**src/rtl/oqrk_pkg.sv**
```systemverilog
`default_nettype none
// ----------------------------------------------------------------------------
// oqrk_pkg
// Shared word types, command and status codes, and the control and status
// bundles between the controller and the datapath of the ordered queue.
// ----------------------------------------------------------------------------
package oqrk_pkg;

    localparam int ID_W     = 32;
    localparam int CMD_W    = 2;
    localparam int STATUS_W = 3;
    localparam int FILL_W   = 6;

    // command codes
    localparam logic [CMD_W-1:0] CMD_APPEND  = 2'd0;
    localparam logic [CMD_W-1:0] CMD_REMOVE  = 2'd1;
    localparam logic [CMD_W-1:0] CMD_READOUT = 2'd2;

    // status codes
    localparam logic [STATUS_W-1:0] ST_DONE      = 3'd0;
    localparam logic [STATUS_W-1:0] ST_NOT_FOUND = 3'd1;
    localparam logic [STATUS_W-1:0] ST_FULL      = 3'd2;
    localparam logic [STATUS_W-1:0] ST_ENTRY     = 3'd3;
    localparam logic [STATUS_W-1:0] ST_EMPTY     = 3'd4;

    // input word
    typedef struct packed {
        logic [CMD_W-1:0]       command;
        logic signed [ID_W-1:0] id_value;
    } t_in_word;

    // output word
    typedef struct packed {
        logic [STATUS_W-1:0]    status;
        logic signed [ID_W-1:0] entry_value;
        logic                   last;
        logic [FILL_W-1:0]      fill_count;
    } t_out_word;

    // controller to datapath
    typedef struct packed {
        logic                key_load;
        logic                idx_clr;
        logic                idx_inc;
        logic                mem_rd;
        logic                rd_next;
        logic                mem_wr;
        logic                wr_tail;
        logic                cnt_inc;
        logic                cnt_dec;
        logic                out_load;
        logic                out_entry;
        logic                out_last;
        logic [STATUS_W-1:0] out_status;
    } t_dp_cmd;

    // datapath to controller
    typedef struct packed {
        logic cnt_zero;
        logic full;
        logic idx_last;
        logic idx_pen;
        logic match;
        logic out_free;
    } t_dp_stat;

endpackage
`default_nettype wire

```
**src/rtl/oqrk_dpath.sv**
```systemverilog
`default_nettype none
// ----------------------------------------------------------------------------
// oqrk_dpath
// Entry memory, fill count, scan index, key register and the output word
// register with its valid flag.
// ----------------------------------------------------------------------------
module oqrk_dpath #(
    parameter int CAPACITY = 32
) (
    input  wire logic                i_clk,
    input  wire logic                i_rst_n,
    input  wire oqrk_pkg::t_in_word  i_in_word,
    input  wire oqrk_pkg::t_dp_cmd   i_cmd,
    output oqrk_pkg::t_dp_stat       o_stat,
    output logic                     o_out_valid,
    input  wire logic                i_out_stall,
    output oqrk_pkg::t_out_word      o_out_word
);
    import oqrk_pkg::*;

    localparam int AW = (CAPACITY > 1) ? $clog2(CAPACITY) : 1;
    localparam int CW = $clog2(CAPACITY + 1);

    logic [ID_W-1:0]        mem [CAPACITY];
    logic [ID_W-1:0]        r_rd;
    logic signed [ID_W-1:0] r_key;
    logic [AW-1:0]          r_idx;
    logic [CW-1:0]          r_count;
    logic [CW-1:0]          n_count;
    logic                   r_out_vld;
    t_out_word              r_out;

    logic [AW-1:0] w_rd_addr;
    logic [AW-1:0] w_wr_addr;
    logic [CW:0]   w_idx1;
    logic [CW:0]   w_idx2;
    logic [CW:0]   w_cnt;

    // scan position compares
    assign w_idx1 = (CW+1)'(r_idx) + (CW+1)'(1);
    assign w_idx2 = (CW+1)'(r_idx) + (CW+1)'(2);
    assign w_cnt  = (CW+1)'(r_count);

    assign w_rd_addr = i_cmd.rd_next ? (r_idx + AW'(1)) : r_idx;
    assign w_wr_addr = i_cmd.wr_tail ? r_count[AW-1:0] : r_idx;

    // next fill count
    always_comb begin
        n_count = r_count;
        if (i_cmd.cnt_inc) begin
            n_count = r_count + CW'(1);
        end else if (i_cmd.cnt_dec) begin
            n_count = r_count - CW'(1);
        end
    end

    // status back to the controller
    assign o_stat.cnt_zero = (r_count == '0);
    assign o_stat.full     = (r_count == CW'(CAPACITY));
    assign o_stat.idx_last = (w_idx1 >= w_cnt);
    assign o_stat.idx_pen  = (w_idx2 >= w_cnt);
    assign o_stat.match    = (r_rd == r_key);
    assign o_stat.out_free = !r_out_vld || !i_out_stall;

    // entry memory, registered read
    always_ff @(posedge i_clk) begin
        if (i_cmd.mem_wr) begin
            mem[w_wr_addr] <= i_cmd.wr_tail ? r_key : r_rd;
        end
        if (i_cmd.mem_rd) begin
            r_rd <= mem[w_rd_addr];
        end
    end

    // key and scan index
    always_ff @(posedge i_clk) begin
        if (i_cmd.key_load) begin
            r_key <= i_in_word.id_value;
        end
        if (i_cmd.idx_clr) begin
            r_idx <= '0;
        end else if (i_cmd.idx_inc) begin
            r_idx <= r_idx + AW'(1);
        end
    end

    // fill count
    always_ff @(posedge i_clk) begin
        if (!i_rst_n) begin
            r_count <= '0;
        end else begin
            r_count <= n_count;
        end
    end

    // output word register
    always_ff @(posedge i_clk) begin
        if (!i_rst_n) begin
            r_out_vld <= 1'b0;
        end else if (i_cmd.out_load) begin
            r_out_vld <= 1'b1;
        end else if (!i_out_stall) begin
            r_out_vld <= 1'b0;
        end
    end

    always_ff @(posedge i_clk) begin
        if (i_cmd.out_load) begin
            r_out.status      <= i_cmd.out_status;
            r_out.entry_value <= i_cmd.out_entry ? r_rd : '0;
            r_out.last        <= i_cmd.out_last;
            r_out.fill_count  <= FILL_W'(n_count);
        end
    end

    assign o_out_valid = r_out_vld;
    assign o_out_word  = r_out;

endmodule
`default_nettype wire

```
**src/rtl/oqrk_ctrl.sv**
```systemverilog
`default_nettype none
// ----------------------------------------------------------------------------
// oqrk_ctrl
// Command sequencer: append, linear search with shift-down removal, and
// entry-by-entry readout, issuing datapath commands each cycle.
// ----------------------------------------------------------------------------
module oqrk_ctrl (
    input  wire logic                          i_clk,
    input  wire logic                          i_rst_n,
    input  wire logic                          i_in_valid,
    input  wire logic [oqrk_pkg::CMD_W-1:0]    i_command,
    output logic                               o_busy,
    input  wire oqrk_pkg::t_dp_stat            i_stat,
    output oqrk_pkg::t_dp_cmd                  o_cmd
);
    import oqrk_pkg::*;

    typedef enum logic [8:0] {
        S_IDLE   = 9'b000000001,
        S_APPEND = 9'b000000010,
        S_SRD    = 9'b000000100,
        S_SCMP   = 9'b000001000,
        S_HRD    = 9'b000010000,
        S_HWR    = 9'b000100000,
        S_REPLY  = 9'b001000000,
        S_ORD    = 9'b010000000,
        S_OEMIT  = 9'b100000000
    } t_state;

    t_state              r_state, n_state;
    logic [STATUS_W-1:0] r_code,  n_code;
    logic                r_dec,   n_dec;

    // next state and datapath commands
    always_comb begin
        n_state = r_state;
        n_code  = r_code;
        n_dec   = r_dec;
        o_cmd   = '0;
        case (r_state)
            S_IDLE: begin
                if (i_in_valid) begin
                    o_cmd.key_load = 1'b1;
                    o_cmd.idx_clr  = 1'b1;
                    n_dec          = 1'b0;
                    case (i_command)
                        CMD_APPEND: begin
                            n_state = S_APPEND;
                        end
                        CMD_REMOVE: begin
                            if (i_stat.cnt_zero) begin
                                n_code  = ST_NOT_FOUND;
                                n_state = S_REPLY;
                            end else begin
                                n_state = S_SRD;
                            end
                        end
                        CMD_READOUT: begin
                            if (i_stat.cnt_zero) begin
                                n_code  = ST_EMPTY;
                                n_state = S_REPLY;
                            end else begin
                                n_state = S_ORD;
                            end
                        end
                        default: begin
                            n_code  = ST_DONE;
                            n_state = S_REPLY;
                        end
                    endcase
                end
            end
            S_APPEND: begin
                if (i_stat.out_free) begin
                    o_cmd.out_load = 1'b1;
                    o_cmd.out_last = 1'b1;
                    if (i_stat.full) begin
                        o_cmd.out_status = ST_FULL;
                    end else begin
                        o_cmd.mem_wr     = 1'b1;
                        o_cmd.wr_tail    = 1'b1;
                        o_cmd.cnt_inc    = 1'b1;
                        o_cmd.out_status = ST_DONE;
                    end
                    n_state = S_IDLE;
                end
            end
            // search: read one entry, compare the next cycle
            S_SRD: begin
                o_cmd.mem_rd = 1'b1;
                n_state      = S_SCMP;
            end
            S_SCMP: begin
                if (i_stat.match) begin
                    if (i_stat.idx_last) begin
                        n_code  = ST_DONE;
                        n_dec   = 1'b1;
                        n_state = S_REPLY;
                    end else begin
                        n_state = S_HRD;
                    end
                end else if (i_stat.idx_last) begin
                    n_code  = ST_NOT_FOUND;
                    n_state = S_REPLY;
                end else begin
                    o_cmd.idx_inc = 1'b1;
                    n_state       = S_SRD;
                end
            end
            // close the gap: move each following entry down by one
            S_HRD: begin
                o_cmd.mem_rd  = 1'b1;
                o_cmd.rd_next = 1'b1;
                n_state       = S_HWR;
            end
            S_HWR: begin
                o_cmd.mem_wr  = 1'b1;
                o_cmd.idx_inc = 1'b1;
                if (i_stat.idx_pen) begin
                    n_code  = ST_DONE;
                    n_dec   = 1'b1;
                    n_state = S_REPLY;
                end else begin
                    n_state = S_HRD;
                end
            end
            S_REPLY: begin
                if (i_stat.out_free) begin
                    o_cmd.out_load   = 1'b1;
                    o_cmd.out_last   = 1'b1;
                    o_cmd.out_status = r_code;
                    o_cmd.cnt_dec    = r_dec;
                    n_state          = S_IDLE;
                end
            end
            // readout: one entry per read and emit pair
            S_ORD: begin
                o_cmd.mem_rd = 1'b1;
                n_state      = S_OEMIT;
            end
            S_OEMIT: begin
                if (i_stat.out_free) begin
                    o_cmd.out_load   = 1'b1;
                    o_cmd.out_entry  = 1'b1;
                    o_cmd.out_status = ST_ENTRY;
                    o_cmd.out_last   = i_stat.idx_last;
                    if (i_stat.idx_last) begin
                        n_state = S_IDLE;
                    end else begin
                        o_cmd.idx_inc = 1'b1;
                        n_state       = S_ORD;
                    end
                end
            end
            default: begin
                n_state = S_IDLE;
            end
        endcase
    end

    // state registers
    always_ff @(posedge i_clk) begin
        if (!i_rst_n) begin
            r_state <= S_IDLE;
            r_code  <= ST_DONE;
            r_dec   <= 1'b0;
        end else begin
            r_state <= n_state;
            r_code  <= n_code;
            r_dec   <= n_dec;
        end
    end

    assign o_busy = (r_state != S_IDLE);

endmodule
`default_nettype wire

```
**src/rtl/ordered_queue_remove_by_key_unit.sv**
```systemverilog
`default_nettype none
// Throughput: one word at a time; the next word is taken once the sequencer
// is back in idle. The single-port entry memory with registered read sets
// the per-entry pace. Output stall holds the sequencer where it emits.
// Reset: synchronous active low; queue empties, memory contents are not cleared.
// ----------------------------------------------------------------------------
// ordered_queue_remove_by_key_unit
// Bounded ordered queue of 32-bit identifiers with append at tail,
// remove of the first matching identifier, and full readout.
// ----------------------------------------------------------------------------
module ordered_queue_remove_by_key_unit #(
    parameter int CAPACITY = 32
) (
    input  wire logic                i_clk,
    input  wire logic                i_rst_n,
    input  wire logic                i_in_valid,
    output logic                     o_in_stall,
    input  wire oqrk_pkg::t_in_word  i_in_word,
    output logic                     o_out_valid,
    input  wire logic                i_out_stall,
    output oqrk_pkg::t_out_word      o_out_word
);
    import oqrk_pkg::*;

    t_dp_cmd  w_cmd;
    t_dp_stat w_stat;
    logic     w_busy;

    // sequencer
    oqrk_ctrl u_ctrl (
        .i_clk      (i_clk),
        .i_rst_n    (i_rst_n),
        .i_in_valid (i_in_valid),
        .i_command  (i_in_word.command),
        .o_busy     (w_busy),
        .i_stat     (w_stat),
        .o_cmd      (w_cmd)
    );

    // storage and output register
    oqrk_dpath #(
        .CAPACITY (CAPACITY)
    ) u_dpath (
        .i_clk       (i_clk),
        .i_rst_n     (i_rst_n),
        .i_in_word   (i_in_word),
        .i_cmd       (w_cmd),
        .o_stat      (w_stat),
        .o_out_valid (o_out_valid),
        .i_out_stall (i_out_stall),
        .o_out_word  (o_out_word)
    );

    assign o_in_stall = w_busy;

endmodule
`default_nettype wire
```
**config.mk**
```make
export PLATFORM = sky130hd
export DESIGN_NAME = ordered_queue_remove_by_key_unit
export DESIGN_NICKNAME = d
export VERILOG_FILES = /design/src/rtl/oqrk_pkg.sv /design/src/rtl/oqrk_dpath.sv /design/src/rtl/oqrk_ctrl.sv /design/src/rtl/ordered_queue_remove_by_key_unit.sv
export SDC_FILE = /design/constraint.sdc
export NUM_CORES = 1
export LEC_CHECK = 0
export ABC_CLOCK_PERIOD_IN_PS = 6000
export BUFFER_PORTS_ARGS = -buffer_cell sky130_fd_sc_hd__buf_4
export CORE_ASPECT_RATIO = 0.8
export CORE_MARGIN = 2
export CORE_UTILIZATION = 65
export CTS_BUF_LIST = sky130_fd_sc_hd__clkbuf_2
export DETAILED_ROUTE_END_ITERATION = 8
export HOLD_SLACK_MARGIN = 0.03
export PLACE_DENSITY = 0.82
export SLEW_MARGIN = 20
export SYNTH_ARGS = -nofsm -noshare
export SYNTH_HDL_FRONTEND = slang
export SYNTH_SLANG_ARGS = --single-unit
export TNS_END_PERCENT = 5
```
**constraint.sdc**
```tcl
create_clock -name i_clk -period 6 [get_ports i_clk]
set_input_delay 0.3 -clock i_clk [delete_from_list [all_inputs] [get_ports i_clk]]
set_output_delay 0.3 -clock i_clk [all_outputs]
set_load 0.01 [all_outputs]
```
==> impl.org, run 1 <==
** STA
- Max-slew violation count :: 0
- For the pin with the worst max-slew slack, the measured transition is around 1.3 ns.
- Static timing analysis puts the maximum clock frequency at roughly 200 MHz.
- Between clock sinks in the finished design, the worst skew comes to ~0.11 ns.
- Final worst hold slack :: approximately 0.11 ns
- Total Negative Setup Slacks :: 0 ns
- Tightest slew margin relative to the limit :: 0.1433
- Period utilisation layout :: 0.8186
- Tmin final :: 4.911 ns
- Setup violations remaining at the end of the flow were counted as 0.
- The number of hold-slack violations in the final timing report was 0.
- Setup repair after global routing left no endpoint under its margin.

** Global route
- Number of antenna violations at the first check in global routing :: 5
- The first global-routing pass estimated between 150000 and 200000 um of wire.
- The number of global-route vias before repair was about 32k.
- Entering global routing, the biggest net connects about 140 pins.
- Total gr overflow :: 0
- GRT Resource Usage Total :: 0.3486

** Clock network
- The clock reaches the later pin of the worst-skew pair after between 1 and 1.5 ns.
- After clock tree synthesis, the flow added hold-fix buffers numbering 90.
- After clock tree synthesis, the clock-pin slew on the worst setup and hold paths is 0.11 ns.
- Setup Buffers After CTS :: 0
- Max Root-Sink Buffers :: 4
- The number of gates resized after CTS was 0.
- CTS tree :: done
- The number of clock buffers added by TritonCTS is 284.
- Clk sinks :: 1154
- In this run the number of H-tree levels came out at 5.
- Root buffer cell :: clkbuf_2

** Critical path
- On the worst path, the slowest cell contributes a delay of about 0.8 ns.
- Slowest-stage cell, CP :: or4_4
- Path depth of the worst reg2reg path :: 10
- Worst setup EP type :: register
- STA puts the critical path data arrival time at 6.03 ns.
- The setup path with the least slack is of type reg -> reg.
- Worst Setup Start Kind :: register
- Top cell by count, worst path :: buf_4
- Cells along the critical path :: ha_4 -> inv_1 -> or4_4 -> buf_4 -> o21a_2 -> buf_4 -> o221ai_1 -> a21oi_1 -> o21ai_0 -> a2111oi_2
- Along the worst path, the maximum fanout reaches 39.
- Endpoint required time on the critical path :: just over 7 ns

** Yosys
- In this run, synthesis produced a sequential element count of around 1.2k.
- During synthesis, Yosys emitted a total of 0 warnings.
- Distinct cell type count after synthesis :: 71
- Most used flip-flop cell after synthesis :: edfxtp_1
- Yosys mapped a number of flops with a built-in enable equal to between 1k and 1.5k.
- Mapped cell area :: just under 50000 um2
- The number of nets handed over by synthesis was roughly 3.5k.
- Gate Count Post-Synth :: 3434
- After synthesis, the share of flip-flops with an asynchronous set or reset is 0.
- Share of the yosys chip area belonging to registers :: 0.7092
- In this run the mean area of a mapped cell was 14.13 um2.

** Final layout
- From synthesis to final layout, the design area changed by 10.22%.
- In the final layout, the share of cells above drive strength 1 is 0.2087.
- Fill cells :: between 4k and 5k
- The final layout contains about 3.8k nets.

** Die
- The floorplan step set the die height to about 250 um.
- Total Die Area :: around 77000 um2
- Chip Width :: 309.5 um
- The core region is 73830 um2.
- The initial utilization of the core area, before any placement, comes to 0.6572.
- Count of boundary I/O pins :: between 80 and 90
- The floorplan has 89 rows.

** Detailed routing
- In this run, the number of DRC markers left after iteration 0 of detailed routing was around 6.3k.
- Routed Wire Length :: about 130000 um
- Count of TritonRoute iterations in the first routing pass :: 8
- Vias per std cell :: ~7
- Antenna viol nets, final :: 0
- Dividing the detail-routed wire length by the instance count gives 27.42 um.
- Number of DRC violations after detailed routing :: 0
- Summing over every cut layer, the via total after detailed routing is 33.79k.

** Placed design
- At the end of routability-driven placement, the weighted congestion stood at a little over 0.9.
- The count of buffers added on input and output ports is between 80 and 90.
- Detailed placement ended at an HPWL of ~80000 um.

** Pwr
- Post-layout power :: 14570 uW
- Cell Pwr Density :: between 200 and 300 nW/um2
- IR analysis of the VDD net gives a maximum drop of 0.0002228 V.
- Static Leak :: roughly 0.018 uW

** Run status
- Status :: finished clean

** Worst hold path
- In this run the worst hold path is classified as in -> reg.
- Hold-critical path depth :: 3

** Flow run
- Max-cap check violation count :: 0
==> layout make-up <==
cell class	instances	area [um2]	share of cell area
Antenna cell	7	17.52	0.0003275
Clock inverter	50	245.2	0.004585
Clock buffer	406	2032	0.03799
Tap cell	1001	1252	0.02342
Sequential cell	1154	34420	0.6435
Timing Repair Buffer	261	2235	0.04178
Multi-Input combinational cell	2002	13230	0.2474
Inverter	13	51.30	0.0009591
==> critical path, delay by kind of cell, from the launching register on <==
family                     cells  cell delay (ns)
adders and majority gates      1             0.61
DFF                            1             0.75
AOI/OAI and AO/OA              5             1.60
and+or+nand+nor                1             0.81
buffers and inverters          3             0.80
==> state kept, by name, summed over array words and instances (netlist names) <==
| name | cells |
|---|---|
| u_ctrl.r_code | 2 |
| u_ctrl.r_dec | 1 |
| u_ctrl.r_state | 9 |
| u_dpath.mem | 1024 |
| u_dpath.o_out_valid | 1 |
| u_dpath.o_out_word | 42 |
| u_dpath.r_count | 6 |
| u_dpath.r_idx | 5 |
| u_dpath.r_key | 32 |
| u_dpath.r_rd | 32 |
==> logic make-up after synthesis <==
group                    Yosys count  share of synthesized area
XOR/XNOR                          47                   0.008483
multiplexers                     132                    0.03048
adder cells (fa/ha/maj)           17                   0.004332
AO/OA/AOI/OAI                    831                     0.1263
buffers and inverters            278                    0.02424
AND/OR/NAND/NOR                  975                    0.09700
flip-flops                      1154                     0.7092
==> layout by cell type (no fill, tap or decap), types with 90 or more instances in the layout <==
| master | netlist | layout |
|---|---|---|
| a211oi_1 | 161 | 161 |
| a21oi_1 | 109 | 108 |
| and3_1 | 131 | 131 |
| buf_4 | 3 | 167 |
| clkbuf_2 | 0 | 406 |
| dlygate4sd3_1 | 0 | 90 |
| edfxtp_1 | 1130 | 1130 |
| mux2_2 | 126 | 126 |
| nand2_1 | 342 | 339 |
| nand3_1 | 138 | 137 |
| nor2_1 | 157 | 156 |
| o221ai_1 | 95 | 95 |
| o22ai_1 | 130 | 130 |
==> power breakdown <==
part           internal [uW]  switching, uW
Combinational            226            420
Clock                   1860           3030
Sequential              8920           97.8
Total                  11000           3550
==> per-layer routing <==
layer / vias up / track usage / wire length (um)
li1: 14250 / - / -
met3: 342 / 0.1125 / 20840
met4: 2 / 0.1235 / 4208
met2: 2769 / 0.4991 / 58720
met5: - / 0 / 17
met1: 16430 / 0.5074 / 50410
==> cell usage after synthesis, types with 5 or more instances <==
cell type / n / area [um2]
nand3_1: 138 / 690.7
nand4_1: 5 / 31.28
nand2_1: 342 / 1284
edfxtp_1: 1130 / 33930
o221ai_1: 95 / 832.1
and2_1: 45 / 281.5
nor4_1: 12 / 75.07
a211oi_1: 161 / 1209
mux2_2: 126 / 1419
buf_6: 6 / 67.56
a2111oi_0: 64 / 560.5
dfxtp_1: 24 / 480.5
o22ai_1: 130 / 813.3
o21ai_1: 27 / 135.1
nor3_1: 44 / 220.2
xnor2_1: 11 / 96.34
o41a_1: 32 / 360.4
and3_1: 131 / 819.5
or3_1: 7 / 43.79
a21oi_1: 109 / 545.5
mux2i_1: 6 / 60.06
ha_1: 16 / 200.2
o31ai_1: 35 / 262.8
nand2b_1: 35 / 219.0
nor2b_1: 33 / 206.5
inv_1: 11 / 41.29
clkbuf_1: 186 / 698.2
a31oi_1: 33 / 206.5
a2111oi_2: 29 / 435.4
xor2_1: 36 / 315.3
buf_1: 9 / 33.78
nor2_1: 157 / 589.3
buf_2: 61 / 305.3
o21ai_0: 77 / 385.4
o21a_1: 7 / 52.55
==> through the flow <==
| stage | std cells | utilization | setup slack [ns] | instance area [um2] |
|---|---|---|---|---|
| after floorplan | 3434 | - | 1.129 | 48520 |
| after global placement | 4341 | 0.6811 | 1.383 | 50280 |
| after detailed placement | 4341 | 0.6811 | 1.273 | 50290 |
| after CTS | 4887 | 0.7242 | 1.301 | 53460 |
| after global routing | 4893 | 0.7244 | 1.015 | 53480 |
| final | 4894 | 0.7244 | 1.089 | 53490 |
==> path summary, 6_finish.rpt <==
path	startpoint	endpoint	slack, ns
setup reg to reg	u_dpath.r_idx[1]	u_dpath.r_rd[27]	1.09
hold / removal	i_in_word[11]	u_dpath.r_key[11]	0.11
setup / recovery	u_dpath.r_idx[1]	u_dpath.r_rd[27]	1.09
hold reg to reg	u_ctrl.r_code[0]	u_ctrl.r_code[0]	0.52
Note: power is estimated with default switching activity, not from simulation.
==> run 2: changes to the inputs <==
Settings changed: ABC_CLOCK_PERIOD_IN_PS 6000 to 4900.
Clock period 6 ns to 4.9 ns, I/O delays scaled along.
==> run 2 against run 1 <==
Worst setup slack got worse by 0.54 ns. Power grew 23%. Final cell count increased by 1.1%. Critical path type unchanged. Critical endpoint is now u_dpath.r_rd[3]. Largest cell class unchanged.
==> impl.org, run 2 (same netlist as run 1, synthesis figures left out) <==
** Run status
- The flow ran to the end, and the final reports show no timing, DRC or antenna violations.

** Clock network
- For the worst-skew pair, the clock arrives at the later sink with an insertion delay of roughly 1.5 ns.
- Clock-pin slew was measured on the worst setup and hold paths at about 0.12 ns.
- Max Root-Sink Buffers :: 4
- The H-tree generated during clock tree synthesis spans 5 levels.
- Clock tree synthesis inserted a total of 284 buffers.
- For this design, the sink count on the clock tree is approximately 1.2k.
- Clock tree synthesis selected as its root buffer the cell clkbuf_2.
- CTS tree :: done

** Final layout
- The register with the most flip-flops in the final layout is u_dpath.mem.
- The library cells used most frequently in the layout, excluding fill and tap cells, are 1130 x edfxtp_1, 397 x clkbuf_2, 339 x nand2_1.
- The register with the most flip-flops in the layout has roughly 1k of them.
- Area overhead of the layout relative to synthesis :: 11.39%
- Share of cells above drive strength 1 :: 0.2146
- Layout Nets :: 3830
- Summing all non-filler instances in the final layout gives an area of 54050 um2.
- The library cell used most frequently in the layout, excluding fill and tap cells, is edfxtp_1.
- Non-filler instance count after layout :: a little under 5k

** Critical path
- The setup check on the worst reg-to-reg path leaves a slack of 0.55 ns.
- Highest fanout seen on the critical path :: between 60 and 70
- The worst setup path is launched from a register.
- Cells along the critical path :: ha_4 -> inv_1 -> or4_4 -> buf_4 -> nand2_4 -> buf_4 -> a211oi_1 -> o21ai_0 -> nand2_1 -> a2111oi_2
- STA puts the critical path data required time at 6.12 ns.
- In this design, the critical path's most frequently occurring cell is buf_4.
- Data on the critical path arrives at its endpoint at 5.57 ns.
- The largest individual stage delay along the critical path comes from the cell or4_4.
- Worst setup EP type :: register
- Critical path buffers and inverters :: 3
- In this design, the stage delay of the slowest critical-path cell is between 0.6 and 0.7 ns.
- Critical path class :: reg -> reg
- Cell family with most CP delay :: simple AND/OR/NAND/NOR gates

** Placed design
- Port Buf Inserts :: 81
- The congestion estimate from routability-driven global placement came to around 0.92.
- Instance area at placement :: 50700 um2
- Once placement completed, the tool counted placed cells totaling 4382.
- Pre-CTS worst setup slack :: approximately 0.71 ns
- Sum of net half-perimeters after detailed placement :: around 81000 um

** STA
- In the final timing run, aggregate negative setup slack is 0 ns.
- The routed design could run at a clock period as short as between 4 and 5 ns.
- Static timing analysis puts the maximum clock frequency at 229.9 MHz.
- Period utilisation layout :: 0.8877
- Setup repair after global routing left no endpoint under its margin.
- Final count of hold timing violations :: 0
- Final hold analysis gives a worst-case slack of about 0.29 ns.
- For the pin with the worst max-slew slack, the measured transition is roughly 1.2 ns.
- Setup-failing EPs final :: 0
- Between clock sinks in the finished design, the worst skew comes to roughly 0.13 ns.
- Tightest slew margin relative to the limit :: 0.1943
- Max-slew violation count :: 0
- Setup slack closes at 0.5505 ns.

** Detailed routing
- For this run, design rule violations remaining after detail routing come to 0.
- For this block, the initial DRC count from the detailed router was about 6.3k.
- Using the TritonRoute via totals, the vias-per-cell ratio works out to 6.956.
- Antenna viol nets, final :: 0
- Detailed-route wire length per cell :: 28.27 um
- For this run, the detailed router's first-pass iteration total came to 7.
- Via total after detailed routing :: roughly 34k
- The final layout contains routed wiring with a total length of roughly 140000 um.

** Global route
- Summed over all layers, the global routing overflow is 0.
- The number of global-route vias before repair is 33.17k.
- Number of antenna violations at the first check in global routing :: 6
- Pin count of the biggest net entering global routing :: 144
- GRT Resource Usage Total :: 0.3660
- Global-route wire length before repair :: 205500 um

** Die
- After floorplanning, the core was divided into 89 placement rows.
- roughly 80 I/O pins were placed.
- Area inside the core boundary :: ~74000 um2
- The floorplan step defined a die boundary enclosing approximately 77000 um2.
- The die is 309.5 um wide.
- Effective utilization at floorplan :: 0.6572
- Die Y :: 248.4 um

** Pwr
- The worst-case IR drop observed on VDD is roughly 0.00027 V.
- Cell Pwr Density :: about 330 nW/um2
- Summed over all cells, the static leakage comes to 0.01805 uW.

** Flow run
- Across the run, the number of max-cap violations was 0.

** Worst hold path
- Min-Delay Path Class :: in -> reg
run 2: cell count changes in the layout (fill, tap and decap cells not counted):
cell,delta
nand2_4,+1
buf_4,+34
dlygate4sd3_1,+19
buf_12,+7
nand2_2,-1
clkinv_1,+3
a2111oi_0,-7
a2111oi_1,+7
inv_2,+2
clkbuf_2,-9
clkinv_2,+1
diode_2,-5
run 2: final cells by class:
cell class | instances | area [um2]
Antenna cell | 2 | 5.005
Clock buffer | 397 | 1987
Clock inverter | 56 | 269.0
Fill cell | 4516 | 19780
Inverter | 13 | 51.30
Multi-Input combinational cell | 2002 | 13250
Sequential cell | 1154 | 34420
Tap cell | 1001 | 1252
Timing Repair Buffer | 321 | 2820
run 2: final timing paths:
path / startpoint / end / cells after the start
max: u_dpath.r_idx[1] / u_dpath.r_rd[3] / 10
min: i_in_word[33] / u_ctrl.r_state[6] / 7
max reg2reg: u_dpath.r_idx[1] / u_dpath.r_rd[3] / 10
min reg2reg: u_ctrl.r_code[0] / u_ctrl.r_code[0] / 2
run 2: tightest hold or removal path, cell delays in order:
cell	delay (ns)
dlygate4sd3_1	0.52
buf_4	0.13
maj3_1	0.14
o21ai_0	0.09
nor4_2	0.40
a21oi_1	0.08
nor2_1	0.08
run 2: per-stage QoR:
step	utilization	power [uW]
5_1_grt	0.7321	18400
4_1_cts	0.7320	17820
6_report	0.7321	17880
2_1_floorplan	-	11600
3_5_place_dp	0.6867	11980
3_3_place_gp	0.6866	11950
run 2: power breakdown:
| part | leakage, uW | total [uW] | switching (uW) | internal, uW |
|---|---|---|---|---|
| Clock | 0.00179 | 6010 | 3770 | 2250 |
| Sequential | 0.0104 | 11000 | 113 | 10900 |
| Combinational | 0.00591 | 829 | 539 | 290 |
run 2: layer usage:
layer  wire length (um)  global-route usage  vias up
li1                   -                   -    14370
met1              50950              0.5164    16560
met2              59310              0.5063     3048
met3              24030              0.1445      423
met4               5486              0.1621        8
met5                 43                   0        -
run 2: timing repair:
item	CTS	global route
buffers inserted	0	0
endpoints found under the setup margin	0	0
endpoints found under the hold margin	172	0
hold buffers	109	0
gates resized for setup	0	0
